[config.mk]
export PLATFORM = sky130hd
export DESIGN_NAME = mab_divider
export DESIGN_NICKNAME = d
export VERILOG_FILES = /design/src/hw/rtl/mab_pkg.sv /design/src/hw/rtl/mab_divider.sv
export SDC_FILE = /design/constraint.sdc
export NUM_CORES = 1
export LEC_CHECK = 0
export BUFFER_PORTS_ARGS = -buffer_cell sky130_fd_sc_hd__buf_2
export CAP_MARGIN = 40
export CORE_ASPECT_RATIO = 1.25
export CORE_MARGIN = 2
export CORE_UTILIZATION = 54
export DETAILED_ROUTE_END_ITERATION = 7
export HOLD_SLACK_MARGIN = 0.03
export PLACE_DENSITY = 0.8
export SYNTH_ARGS = -nofsm -noshare
export SYNTH_HDL_FRONTEND = slang
export SYNTH_SLANG_ARGS = --single-unit
[constraint.sdc]
create_clock -name clk -period 2.95 [get_ports clk]
set_clock_uncertainty 0.05 [all_clocks]
set_input_delay 0.59 -clock clk [delete_from_list [all_inputs] [get_ports clk]]
set_output_delay 0.59 -clock clk [all_outputs]
set_load 0.03 [all_outputs]
[src/hw/rtl/mab_pkg.sv]
// Shared constants and types for the moving average bank.
// No dependencies; imported by every module of the block.
package mab_pkg;

    localparam int HISTORY_DEPTH = 256;
    localparam int SAMPLE_BITS   = 24;

    localparam int DEPTH_BITS = $clog2(HISTORY_DEPTH);
    localparam int COUNT_BITS = DEPTH_BITS + 1;
    localparam int DIV_BITS   = $clog2(HISTORY_DEPTH * (HISTORY_DEPTH + 1) / 2 + 1);
    localparam int ACC_BITS   = SAMPLE_BITS + DIV_BITS;
    localparam int STEP_BITS  = $clog2(SAMPLE_BITS + 1);

    localparam int S_TDATA_BITS = ((SAMPLE_BITS + COUNT_BITS + 7) / 8) * 8;
    localparam int M_TDATA_BITS = ((SAMPLE_BITS + 7) / 8) * 8;

    localparam logic       OP_PUSH  = 1'b0;
    localparam logic       OP_QUERY = 1'b1;

    localparam logic [1:0] MODE_MEAN   = 2'd0;
    localparam logic [1:0] MODE_NEWEST = 2'd1;
    localparam logic [1:0] MODE_OLDEST = 2'd2;

    typedef struct packed {
        logic                   wr_en;
        logic [DEPTH_BITS-1:0]  wr_addr;
        logic [SAMPLE_BITS-1:0] wr_data;
        logic                   rd_en;
        logic [DEPTH_BITS-1:0]  rd_addr;
    } hist_req_t;

endpackage

[src/hw/rtl/mab_divider.sv]
// Restoring divider, one quotient bit per cycle, for the weighted sum.
// Depends on mab_pkg; the quotient is known to fit SAMPLE_BITS.
module mab_divider (
    input  logic                            clk,
    input  logic                            rst_n,
    input  logic                            start,
    input  logic [mab_pkg::ACC_BITS-1:0]    dividend,
    input  logic [mab_pkg::DIV_BITS-1:0]    divisor,
    output logic                            done,
    output logic [mab_pkg::SAMPLE_BITS-1:0] quotient
);
    import mab_pkg::*;

    logic [DIV_BITS-1:0]    rem_reg, rem_next;
    logic [SAMPLE_BITS-1:0] low_reg, low_next;
    logic [DIV_BITS-1:0]    dvs_reg, dvs_next;
    logic [STEP_BITS-1:0]   step_reg, step_next;
    logic                   done_reg, done_next;
    logic [DIV_BITS:0]      trial;
    logic                   fits;

    always_comb
    begin
        trial     = {rem_reg, low_reg[SAMPLE_BITS-1]};
        fits      = trial >= {1'b0, dvs_reg};
        rem_next  = rem_reg;
        low_next  = low_reg;
        dvs_next  = dvs_reg;
        step_next = step_reg;
        done_next = 1'b0;
        if (start)
        begin
            rem_next  = dividend[ACC_BITS-1:SAMPLE_BITS];
            low_next  = dividend[SAMPLE_BITS-1:0];
            dvs_next  = divisor;
            step_next = STEP_BITS'(SAMPLE_BITS);
        end
        else if (step_reg != '0)
        begin
            rem_next  = fits ? DIV_BITS'(trial - {1'b0, dvs_reg}) : trial[DIV_BITS-1:0];
            low_next  = {low_reg[SAMPLE_BITS-2:0], fits};
            step_next = step_reg - STEP_BITS'(1);
            done_next = (step_reg == STEP_BITS'(1));
        end
    end

    always_ff @(posedge clk or negedge rst_n)
    begin
        if (!rst_n)
        begin
            step_reg <= '0;
            done_reg <= 1'b0;
        end
        else
        begin
            step_reg <= step_next;
            done_reg <= done_next;
        end
    end

    always_ff @(posedge clk)
    begin
        rem_reg <= rem_next;
        low_reg <= low_next;
        dvs_reg <= dvs_next;
    end

    assign done     = done_reg;
    assign quotient = low_reg;

endmodule

==> reports/metrics.csv, run 1 <==
stage,metric,value,unit
outcome,status,finished clean,
synthesis,yosysTopAreaCell,edfxtp_1,
synthesis,synth_top_family_by_area,compound AO/OA/AOI/OAI gates,
sta,min_period,2.794,ns
die,fp.dieW,75.76,µm
sta,final_hold_viol_count,0,
worst_setup_path,arrival,2.83,ns
layout,seq_area,0.001832,mm²
synthesis,synthSimpleGateAreaFrac,0.07775,
hold_path,min_from,divisor[7],
synthesis,ys_seq_area_frac,0.5270,
synthesis,syn_inst,288,
pwr,power_leakage,1.852,nW
run,cap_violations,0,
routing,dr.max_layer_used,met4,
synthesis,synth_top_area_frac,0.4838,
worst_setup_path,worstSetupStartpointType,flip-flop,
clock_tree,cts.htree.levels,3,
clock_tree,root_buffer,clkbuf_8,
placed_design,io_buffer_count,83,
pwr,power_density,937.7,mW/mm²
worst_setup_path,startpoint,quotient[23]$_DFFE_PP_,
sta,finalMaxSlewViolations,0,
routing,drt_wl_total,7331,µm
placed_design,gp_congestion,0.9053,
layout,fillers,457,
synthesis,synth_mux_area_frac,0.1170,
synthesis,synth_cell_types,47,
clock_tree,path_clk_slew,0.07,ns
routing,drt_iter0_markers,269,
worst_setup_path,critPathMaxStageDelay,0.40,ns
routing,ant_nets,0,
clock_tree,cts_buffers,9,
routing,wl_met1,3028,µm
routing,wl_met2,3696,µm
die,die-area,0.007099,mm²
worst_setup_path,critical_path_class,flip-flop to flip-flop,
synthesis,synth-xor-area-share,0.03780,
routing,wl_met3,386,µm
clock_tree,cts_buffer_depth,2,
sta,setup_viol,0,
synthesis,synth.area.top_cells,"edfxtp_1, mux2_2, ha_1",
clock_tree,cts_num_sinks,62,
synthesis,synth_adder_area_share,0.07415,
synthesis,synthFlopType,edfxtp_1,
synthesis,synth_compound_area_frac,0.1249,
placed_design,dpl.hpwl,5334,µm
die,fp.dieH,93.70,µm
synthesis,netlist_area,0.003476,mm²
sta,final.setup.tns,0,ns
sta,relSlewSlack,0.6603,
global_routing,grt_max_degree,37,
routing,avgRoutedWirePerCell,15.66,µm
sta,rsz0062_at_grt,no,
die,start_util,0.5601,
synthesis,synth_edf_count,56,
layout,fin_nets,457,
sta,finalCritPeriodShare,0.9470,
global_routing,overflow,0,
clock_tree,cts_tree,built,
layout,multiInputGateArea,0.001525,mm²
layout,drive_above_1_share,0.3681,
die,pin_count,84,
global_routing,grt_pass1_vias,2566,
sta,worst_slew_pin_slew,0.5095,ns
die,fp-row-count,32,
routing,drc,0,
worst_setup_path,r2r-start,quotient[23]$_DFFE_PP_,
clock_tree,insertion_delay,0.34,ns
pwr,peakVddDrop,549.6,µV
worst_setup_path,crit_path_max_fanout,3,
sta,clock.fmax,358.0,MHz
global_routing,grt_pass1_wl,11930,µm
global_routing,grt_usage,0.2266,
routing,drt_first_pass_iters,4,
die,coreArea,0.006206,mm²
worst_setup_path,crit_required,2.99,ns
synthesis,synth_nets,367,
layout,antenna_cells,0,
worst_setup_path,crit_chain,inv_1 -> ha_1 -> inv_1 -> fa_2 -> a21o_1 -> a31oi_4 -> o22ai_4 -> o41ai_4 -> xnor2_1 -> mux2_2 -> mux2_2,
placed_design,placed_area,0.003990,mm²
synthesis,synth_async_sr_flop_share,0.09677,
routing,vias,2609,
routing,viasPerCell,5.575,
layout,final_common_cell,buf_2,
synthesis,ys_seq_elements,62,
synthesis,syn_avg_cell_area,12.07,µm²
layout,largest_reg_flops,24,
global_routing,antenna_found_initial,0,
layout,area_growth,22.03,%
layout,most-common-layout-cells,"buf_2, edfxtp_1, mux2_2",
worst_setup_path,worstSetupEndpointType,flip-flop,
hold_path,hold_class,primary input to flip-flop,
worst_setup_path,crit_slowest_cell,edfxtp_1,
layout,fin_area,0.004242,mm²
sta,holdWs,0.3719,ns
synthesis,ys.warnings.count,0,
[where the power goes]
group | switching [mW] | internal [mW]
registers | 0.106 | 1.20
logic | 1.05 | 0.860
clock network | 0.326 | 0.432
[layer usage]
metal / vias to the layer above / GRT usage
li1: 1248 / -
met1: 1244 / 0.2966
met2: 97 / 0.3434
met3: 20 / 0.05901
met4: 0 / 0.1140
met5: - / 0
[critical path: cells and delay by family, from the launching register on]
family,cells,cell delay [ns]
buf+inv,2,0.14
fa+ha+maj,2,0.51
mux,2,0.51
compound gates,4,0.84
flops,1,0.40
xor+xnor,1,0.09
[metrics by stage]
stage	total power, mW	setup slack, ns	cells	util
after global routing	4.234	0.03651	468	0.6835
final	3.977	0.1564	468	0.6835
after global placement	3.082	0.1885	449	0.6429
after CTS	3.921	0.08111	466	0.6770
after floorplan	2.750	0.1162	288	-
after detailed placement	3.134	0.1239	449	0.6429
[path summary, 6_finish.rpt]
| path | endpoint | depth (start not counted) | slack, ns |
|---|---|---|---|
| setup / recovery | rem_reg[12]$_DFFE_PP_ | 11 | 0.16 |
| hold / removal | dvs_reg[7]$_DFFE_PP_ | 1 | 0.37 |
| setup reg to reg | rem_reg[12]$_DFFE_PP_ | 11 | 0.16 |
| hold reg to reg | step_reg[4]$_DFFE_PN0P_ | 2 | 0.45 |
| max in group asynchronous | step_reg[3]$_DFFE_PN0P_ | 2 | 2.15 |
| min in group asynchronous | step_reg[2]$_DFFE_PN0P_ | 2 | 0.55 |
[synth_stat cells (2+ instances only)]
cell type	number
edfxtp_1	56
mux2_2	28
inv_1	23
nand2_1	23
ha_1	19
a21oi_1	14
nor2_1	14
xnor2_1	13
o21ai_1	12
mux2i_1	8
clkbuf_1	7
o21ai_0	7
dfrtp_1	6
a31oi_1	4
buf_2	4
nand2b_1	4
a21o_1	3
a221o_1	3
nor3b_1	3
o211ai_1	3
nand3_1	2
nand3b_1	2
nand4_1	2
nor2b_1	2
o221ai_1	2
or2_2	2
xor2_1	2
[layout make-up]
| class | instances | share of cell area |
|---|---|---|
| tap | 85 | 0.02507 |
| clock buffer | 12 | 0.03658 |
| inverter | 23 | 0.02035 |
| sequential | 62 | 0.4319 |
| multi-input combinational | 191 | 0.3596 |
| clock inverter | 4 | 0.01091 |
| timing repair buffer | 91 | 0.1156 |
[logic make-up after synthesis]
| group | count (synthesis) |
|---|---|
| multiplexers | 37 |
| flip-flops | 62 |
| buffers and inverters | 35 |
| AO/OA/AOI/OAI | 62 |
| XOR/XNOR | 15 |
| adder cells (fa/ha/maj) | 20 |
| AND/OR/NAND/NOR | 57 |
[timing repair]
item | 4_1_cts | 5_1_grt
hold buffers | 1 | 0
resized for setup | 0 | 4
hold endpoints to repair | 6 | 0
endpoints found under the setup margin | 0 | 2
setup buffers | 0 | 2
No activity file was read; power rests on OpenSTA's default activity.
==> run 2: changes to the inputs <==
Settings changed: ABC_AREA set to 1, CORE_UTILIZATION 54 to 55.
==> run 2 against run 1 <==
Compared with the run above:
- count of clock-buffer cells in the layout is 2 higher
- clock power grew 2.6%
- register-to-register slack better by 0.39 ns
- worst setup slack gained 0.39 ns
==> reports/metrics.csv, run 2 <==
stage,metric,value,unit
sta,final_hold_viol_count,0,
synthesis,synthFlopType,edfxtp_1,
sta,rsz0062_at_grt,no,
synthesis,yosysMostFrequentCell,nand2_1,
sta,finalCritPeriodShare,0.8149,
routing,vias,3381,
sta,finalMaxSlewViolations,0,
worst_setup_path,crit_path_max_fanout,17,
clock_tree,hold_buffers,1,
placed_design,io_buffer_count,83,
synthesis,synth.area.top_cells,"edfxtp_1, nand2_1, ha_1",
worst_setup_path,crit_slowest_cell,edfxtp_1,
routing,drt_wl_total,8811,µm
synthesis,synth_async_sr_flop_share,0.09677,
layout,area_growth,17.42,%
hold_path,hold_class,primary input to flip-flop,
clock_tree,cts_num_sinks,62,
routing,viasPerCell,5.154,
global_routing,grt_pass1_wl,15080,µm
placed_design,gp_congestion,0.9379,
worst_setup_path,cp_top_family,simple AND/OR/NAND/NOR gates,
pwr,power_leakage,2.426,nW
global_routing,grt_max_degree,46,
clock_tree,cts_buffer_depth,2,
synthesis,synth_commonest_cells,"nand2_1, inv_1, edfxtp_1, nand3_1, nor2_1",
routing,drt_iter0_markers,225,
layout,fin_nets,640,
clock_tree,insertion_delay,0.34,ns
global_routing,antenna_found_initial,0,
synthesis,syn_inst,474,
clock_tree,cts_setup_buffers,0,
layout,seq_area,0.001832,mm²
outcome,status,finished clean,
synthesis,syn_avg_cell_area,8.289,µm²
worst_setup_path,critPathMaxStageDelay,0.42,ns
worst_setup_path,crit_chain,ha_1 -> nand2_1 -> inv_1 -> nand2_1 -> nand2_1 -> nand2_1 -> nand2_2 -> nor2_4 -> nand2_4 -> nand2_1 -> nand2_1 -> nand2_1 -> nand2_1,
synthesis,synth_nets,553,
synthesis,synth_cell_types,34,
synthesis,ys.warnings.count,0,
layout,fillers,582,
layout,largest_reg_flops,24,
clock_tree,ctsResizeCount,0,
layout,final_common_cell,nand2_1,
routing,ant_nets,0,
run,cap_violations,0,
worst_setup_path,cpMostUsedCell,nand2_1,
global_routing,overflow,0,
die,fp.dieH,98.50,µm
worst_setup_path,critical_path_class,flip-flop to flip-flop,
pwr,power_density,863.8,mW/mm²
placed_design,dpl.cell_count,639,
synthesis,ys_seq_area_frac,0.4662,
die,coreArea,0.006934,mm²
worst_setup_path,worstSetupEndpointType,flip-flop,
sta,relSlewSlack,0.6122,
routing,drc,0,
global_routing,grt_pass1_vias,3455,
sta,setup_viol,0,
synthesis,ys_seq_elements,62,
sta,final.setup.tns,0,ns
placed_design,dp_slack,0.5768,ns
layout,antenna_cells,0,
placed_design,dpl.hpwl,6618,µm
die,fp-row-count,34,
worst_setup_path,arrival,2.45,ns
routing,avgRoutedWirePerCell,13.43,µm
worst_setup_path,worstSetupStartpointType,flip-flop,
layout,most-common-layout-cells,"nand2_1, buf_2, inv_1",
pwr,peakVddDrop,432.2,µV
die,fp.dieW,79.60,µm
layout,multiInputGateArea,0.001754,mm²
die,pin_count,84,
layout,fin_cells,656,
clock_tree,cts_buffers,9,
routing,drt_first_pass_iters,5,
synthesis,synth_top_area_frac,0.4280,
die,die-area,0.007840,mm²
clock_tree,cts_tree,built,
hold_path,min_path_cells,1,
sta,min_period,2.404,ns
worst_setup_path,cp.depth,13,
clock_tree,cts.htree.levels,3,
synthesis,netlist_area,0.003929,mm²
clock_tree,path_clk_slew,0.07,ns
worst_setup_path,crit_required,3.00,ns
global_routing,grt_usage,0.2467,
synthesis,synth_edf_count,56,
sta,clock.fmax,416.0,MHz
layout,drive_above_1_share,0.2420,
worst_setup_path,r2r_cells,13,
sta,setup_ws,0.5461,ns
die,start_util,0.5666,
clock_tree,root_buffer,clkbuf_8,
sta,worst_slew_pin_slew,0.5781,ns
worst_setup_path,critPathBufInv,1,
synthesis,yosysTopAreaCell,edfxtp_1,
run 2: cell types whose count changed after synthesis, sizes merged, moves of 4 or more:
cell / previous run / this run
nor2: 14 / 23
o21ai: 19 / 4
mux2i: 8 / 0
nand2: 23 / 203
a31oi: 5 / 1
a21oi: 15 / 8
nand3b: 2 / 15
xnor2: 13 / 4
mux2: 29 / 0
nand3: 2 / 39
inv: 23 / 64
nand2b: 4 / 0
run 2: kinds of logic after synthesis:
logic type	Yosys count	share of synthesized area
adders and majority gates	20	0.06561
buffers and inverters	77	0.08726
DFF	62	0.4662
AOI/OAI and AO/OA	15	0.02261
xor gates and xnor gates	7	0.01561
and+or+nand+nor	293	0.3427
run 2: area by class of cell:
| cell class | instances | share of cell area |
|---|---|---|
| sequential | 62 | 0.3971 |
| multi-input combinational | 335 | 0.3803 |
| timing repair buffer | 88 | 0.09873 |
| inverter | 65 | 0.05289 |
| clock buffer | 14 | 0.04448 |
| tap | 90 | 0.02441 |
| clock inverter | 2 | 0.002170 |
run 2: per-layer routing:
metal	vias up	GRT usage	routed length (µm)
met4	0	0.1180	299
li1	1686	-	-
met5	-	0	0
met3	28	0.06044	550
met2	130	0.4124	4475
met1	1537	0.2963	3486
run 2: stage by stage:
| stage | hold slack [ns] | instance area, µm² | util | power (mW) |
|---|---|---|---|---|
| after global placement | 0.3683 | 4388 | 0.6328 | 3.135 |
| after global routing | 0.3516 | 4613 | 0.6653 | 4.296 |
| after CTS | 0.3504 | 4613 | 0.6653 | 3.988 |
| after floorplan | 0.2444 | 3929 | - | 2.808 |
| final | 0.3709 | 4613 | 0.6653 | 3.985 |
| after detailed placement | 0.3732 | 4388 | 0.6328 | 3.188 |
run 2: final timing paths:
path                                               from                      end  slack (ns)
worst min register to register  step_reg[3]$_DFFE_PN0P_  step_reg[3]$_DFFE_PN0P_        0.45
worst max register to register    rem_reg[10]$_DFFE_PP_    rem_reg[13]$_DFFE_PP_        0.55
min in group asynchronous                         rst_n           done$_DFF_PN0_        0.56
worst max-delay path              rem_reg[10]$_DFFE_PP_    rem_reg[13]$_DFFE_PP_        0.55
max in group asynchronous                         rst_n  step_reg[2]$_DFFE_PN0P_        2.15
worst min-delay path                        divisor[12]    dvs_reg[12]$_DFFE_PP_        0.37
run 2: report_power, final:
| group | total (mW) | internal [mW] | switching [mW] |
|---|---|---|---|
| registers | 1.28 | 1.18 | 0.100 |
| logic | 1.93 | 0.698 | 1.23 |
| clock network | 0.778 | 0.451 | 0.327 |
==> run 3: changes to the inputs <==
Settings changed: CORE_UTILIZATION 55 to 50, PLACE_DENSITY 0.8 to 0.77.
Clock period 2.95 ns to 2 ns, I/O delays scaled along.
==> run 3 against run 2 <==
Compared with the run above:
- the flow now finishes with violations (setup timing)
- clock power is 68% higher
- highest routed layer unchanged
- sequential share of layout area is 6.3 points lower
- combinational power is 130% higher
- worst setup slack worse by 0.66 ns
- sequential power is 52% higher
- critical path type unchanged
- first-iteration DRC count is 39% lower
- largest power group unchanged
==> reports/metrics.csv, run 3 (synthesized netlist as in run 2, its figures left out) <==
stage,metric,value,unit
worst_setup_path,arrival,2.16,ns
routing,ant_nets,0,
routing,drc,0,
layout,fillers,553,
routing,vias,3593,
layout,area_growth,39.36,%
global_routing,grt_max_degree,44,
clock_tree,cts_buffers,9,
die,die-area,0.008587,mm²
worst_setup_path,critPathBufInv,2,
sta,final_hold_viol_count,0,
layout,antenna_cells,0,
worst_setup_path,crit_slowest_cell,edfxtp_1,
placed_design,gp_congestion,0.8939,
hold_path,hold_class,primary input to flip-flop,
layout,drive_above_1_share,0.4042,
sta,setup_viol,16,
routing,drt_wl_total,10050,µm
pwr,power,7.700,mW
sta,worst_slew_pin_slew,0.5004,ns
die,fp-row-count,36,
pwr,switchingPower,3.007,mW
sta,relSlewSlack,0.6664,
global_routing,antenna_found_initial,0,
worst_setup_path,critical_path_class,flip-flop to flip-flop,
clock_tree,cts_buffer_depth,2,
routing,drt_first_pass_iters,5,
layout,fin_area,0.005475,mm²
global_routing,grt_pass1_wl,15650,µm
global_routing,grt_pass1_vias,3527,
pwr,clockPowerShare,0.170,
run,cap_violations,0,
clock_tree,path_clk_slew,0.08,ns
worst_setup_path,critPathMaxStageDelay,0.42,ns
sta,min_period,2.112,ns
worst_setup_path,worstSetupEndpointType,flip-flop,
worst_setup_path,worstSetupStartpointType,flip-flop,
layout,final_common_cell,nand2_1,
worst_setup_path,ff2ff_setup_slack,-0.11,ns
placed_design,dpl.hpwl,7045,µm
routing,drt_iter0_markers,137,
clock_tree,cts_num_sinks,62,
placed_design,placed_area,0.004768,mm²
sta,final.setup.tns,-1.200,ns
clock_tree,cts_tree,built,
layout,largest_reg_flops,24,
die,start_util,0.5101,
pwr,pwr-share-seq,0.253,
pwr,peakVddDrop,879.0,µV
die,fp.dieH,103.1,µm
clock_tree,root_buffer,clkbuf_8,
routing,avgRoutedWirePerCell,14.04,µm
layout,most-common-layout-cells,"nand2_1, buf_2, edfxtp_1",
sta,setup_ws,-0.1120,ns
global_routing,overflow,0,
die,fp.dieW,83.29,µm
pwr,power_leakage,2.767,nW
clock_tree,insertion_delay,0.35,ns
outcome,violations,setup timing,
sta,clock.fmax,473.5,MHz
worst_setup_path,cp_top_family,simple AND/OR/NAND/NOR gates,
pwr,combPwrFrac,0.577,
placed_design,io_buffer_count,83,
pwr,swShare,0.3906,
worst_setup_path,crit_chain,ha_4 -> nand3b_1 -> buf_6 -> nor3_4 -> nand2_4 -> nand2_8 -> buf_12 -> nand3_2 -> nand3_1 -> nand2_1,
placed_design,dp_slack,-0.1441,ns
sta,finalCritPeriodShare,1.056,
outcome,status,"complete, but fails checks",
sta,rsz0062_at_grt,yes,
worst_setup_path,crit_required,2.05,ns
die,coreArea,0.007702,mm²
pwr,p_int,4.692,mW
routing,viasPerCell,5.018,
worst_setup_path,crit_path_max_fanout,5,
clock_tree,cts.htree.levels,3,
layout,fin_nets,696,
die,pin_count,84,
global_routing,grt_usage,0.2297,
sta,finalMaxSlewViolations,0,
pwr,power_density,1406,mW/mm²
-- run 3: changes by cell type in the layout (fill, tap and decap cells not counted), sizes merged --
cell      change
buf          +55
bufinv        +3
clkbuf        -3
clkinvlp      +1
inv           -1
-- run 3: through the flow --
step	cells	utilization	hold WS (ns)
floorplan	474	-	0.05441
global placement	689	0.6191	0.1801
detailed placement	689	0.6191	0.1802
CTS	708	0.6728	0.1641
global route	716	0.7109	0.1580
finish	716	0.7109	0.1742
-- run 3: worst paths after layout --
check | cells past startpoint | end | start
max | 10 | rem_reg[11]$_DFFE_PP_ | rem_reg[13]$_DFFE_PP_
min | 1 | dvs_reg[8]$_DFFE_PP_ | divisor[8]
max reg2reg | 10 | rem_reg[11]$_DFFE_PP_ | rem_reg[13]$_DFFE_PP_
min reg2reg | 1 | step_reg[3]$_DFFE_PN0P_ | step_reg[3]$_DFFE_PN0P_
max in group asynchronous | 2 | step_reg[2]$_DFFE_PN0P_ | rst_n
min in group asynchronous | 2 | step_reg[0]$_DFFE_PN0P_ | rst_n
-- run 3: repair_timing --
item                                    4_1_cts  5_1_grt
pin swaps                                     5       32
resized for setup                            23       48
buffers inserted                              3        7
endpoints found under the setup margin       16       16
hold buffers                                  1        0
cloned                                        0        1
hold endpoints to repair                      6        0
-- run 3: layout make-up --
type,count,area [µm²],area share
multi-input combinational,335,2121,0.3873
sequential,62,1832,0.3346
timing repair buffer,144,929.6,0.1698
inverter,65,247.7,0.04525
clock buffer,10,127.6,0.02331
tap,95,118.9,0.02171
clock inverter,5,98.84,0.01805
-- run 3: power groups by stage --
stage / Sequential [mW] / Combinational, mW / Clock (mW)
2_1_floorplan: 1.98 / 2.18 / 0
3_3_place_gp: 1.89 / 3.40 / 0
3_5_place_dp: 1.90 / 3.48 / 0
4_1_cts: 1.93 / 3.76 / 1.33
5_1_grt: 1.97 / 4.83 / 1.38
6_report: 1.95 / 4.44 / 1.31
-- run 3: per-layer routing --
metal / up-vias / GRT usage / part of all wire / wire length, µm
li1: 1801 / - / - / -
met5: - / 0 / 0 / 0
met2: 124 / 0.4107 / 0.51 / 5119
met1: 1642 / 0.2563 / 0.41 / 4116
met4: 0 / 0.1173 / 0.028 / 279
met3: 26 / 0.05845 / 0.053 / 536
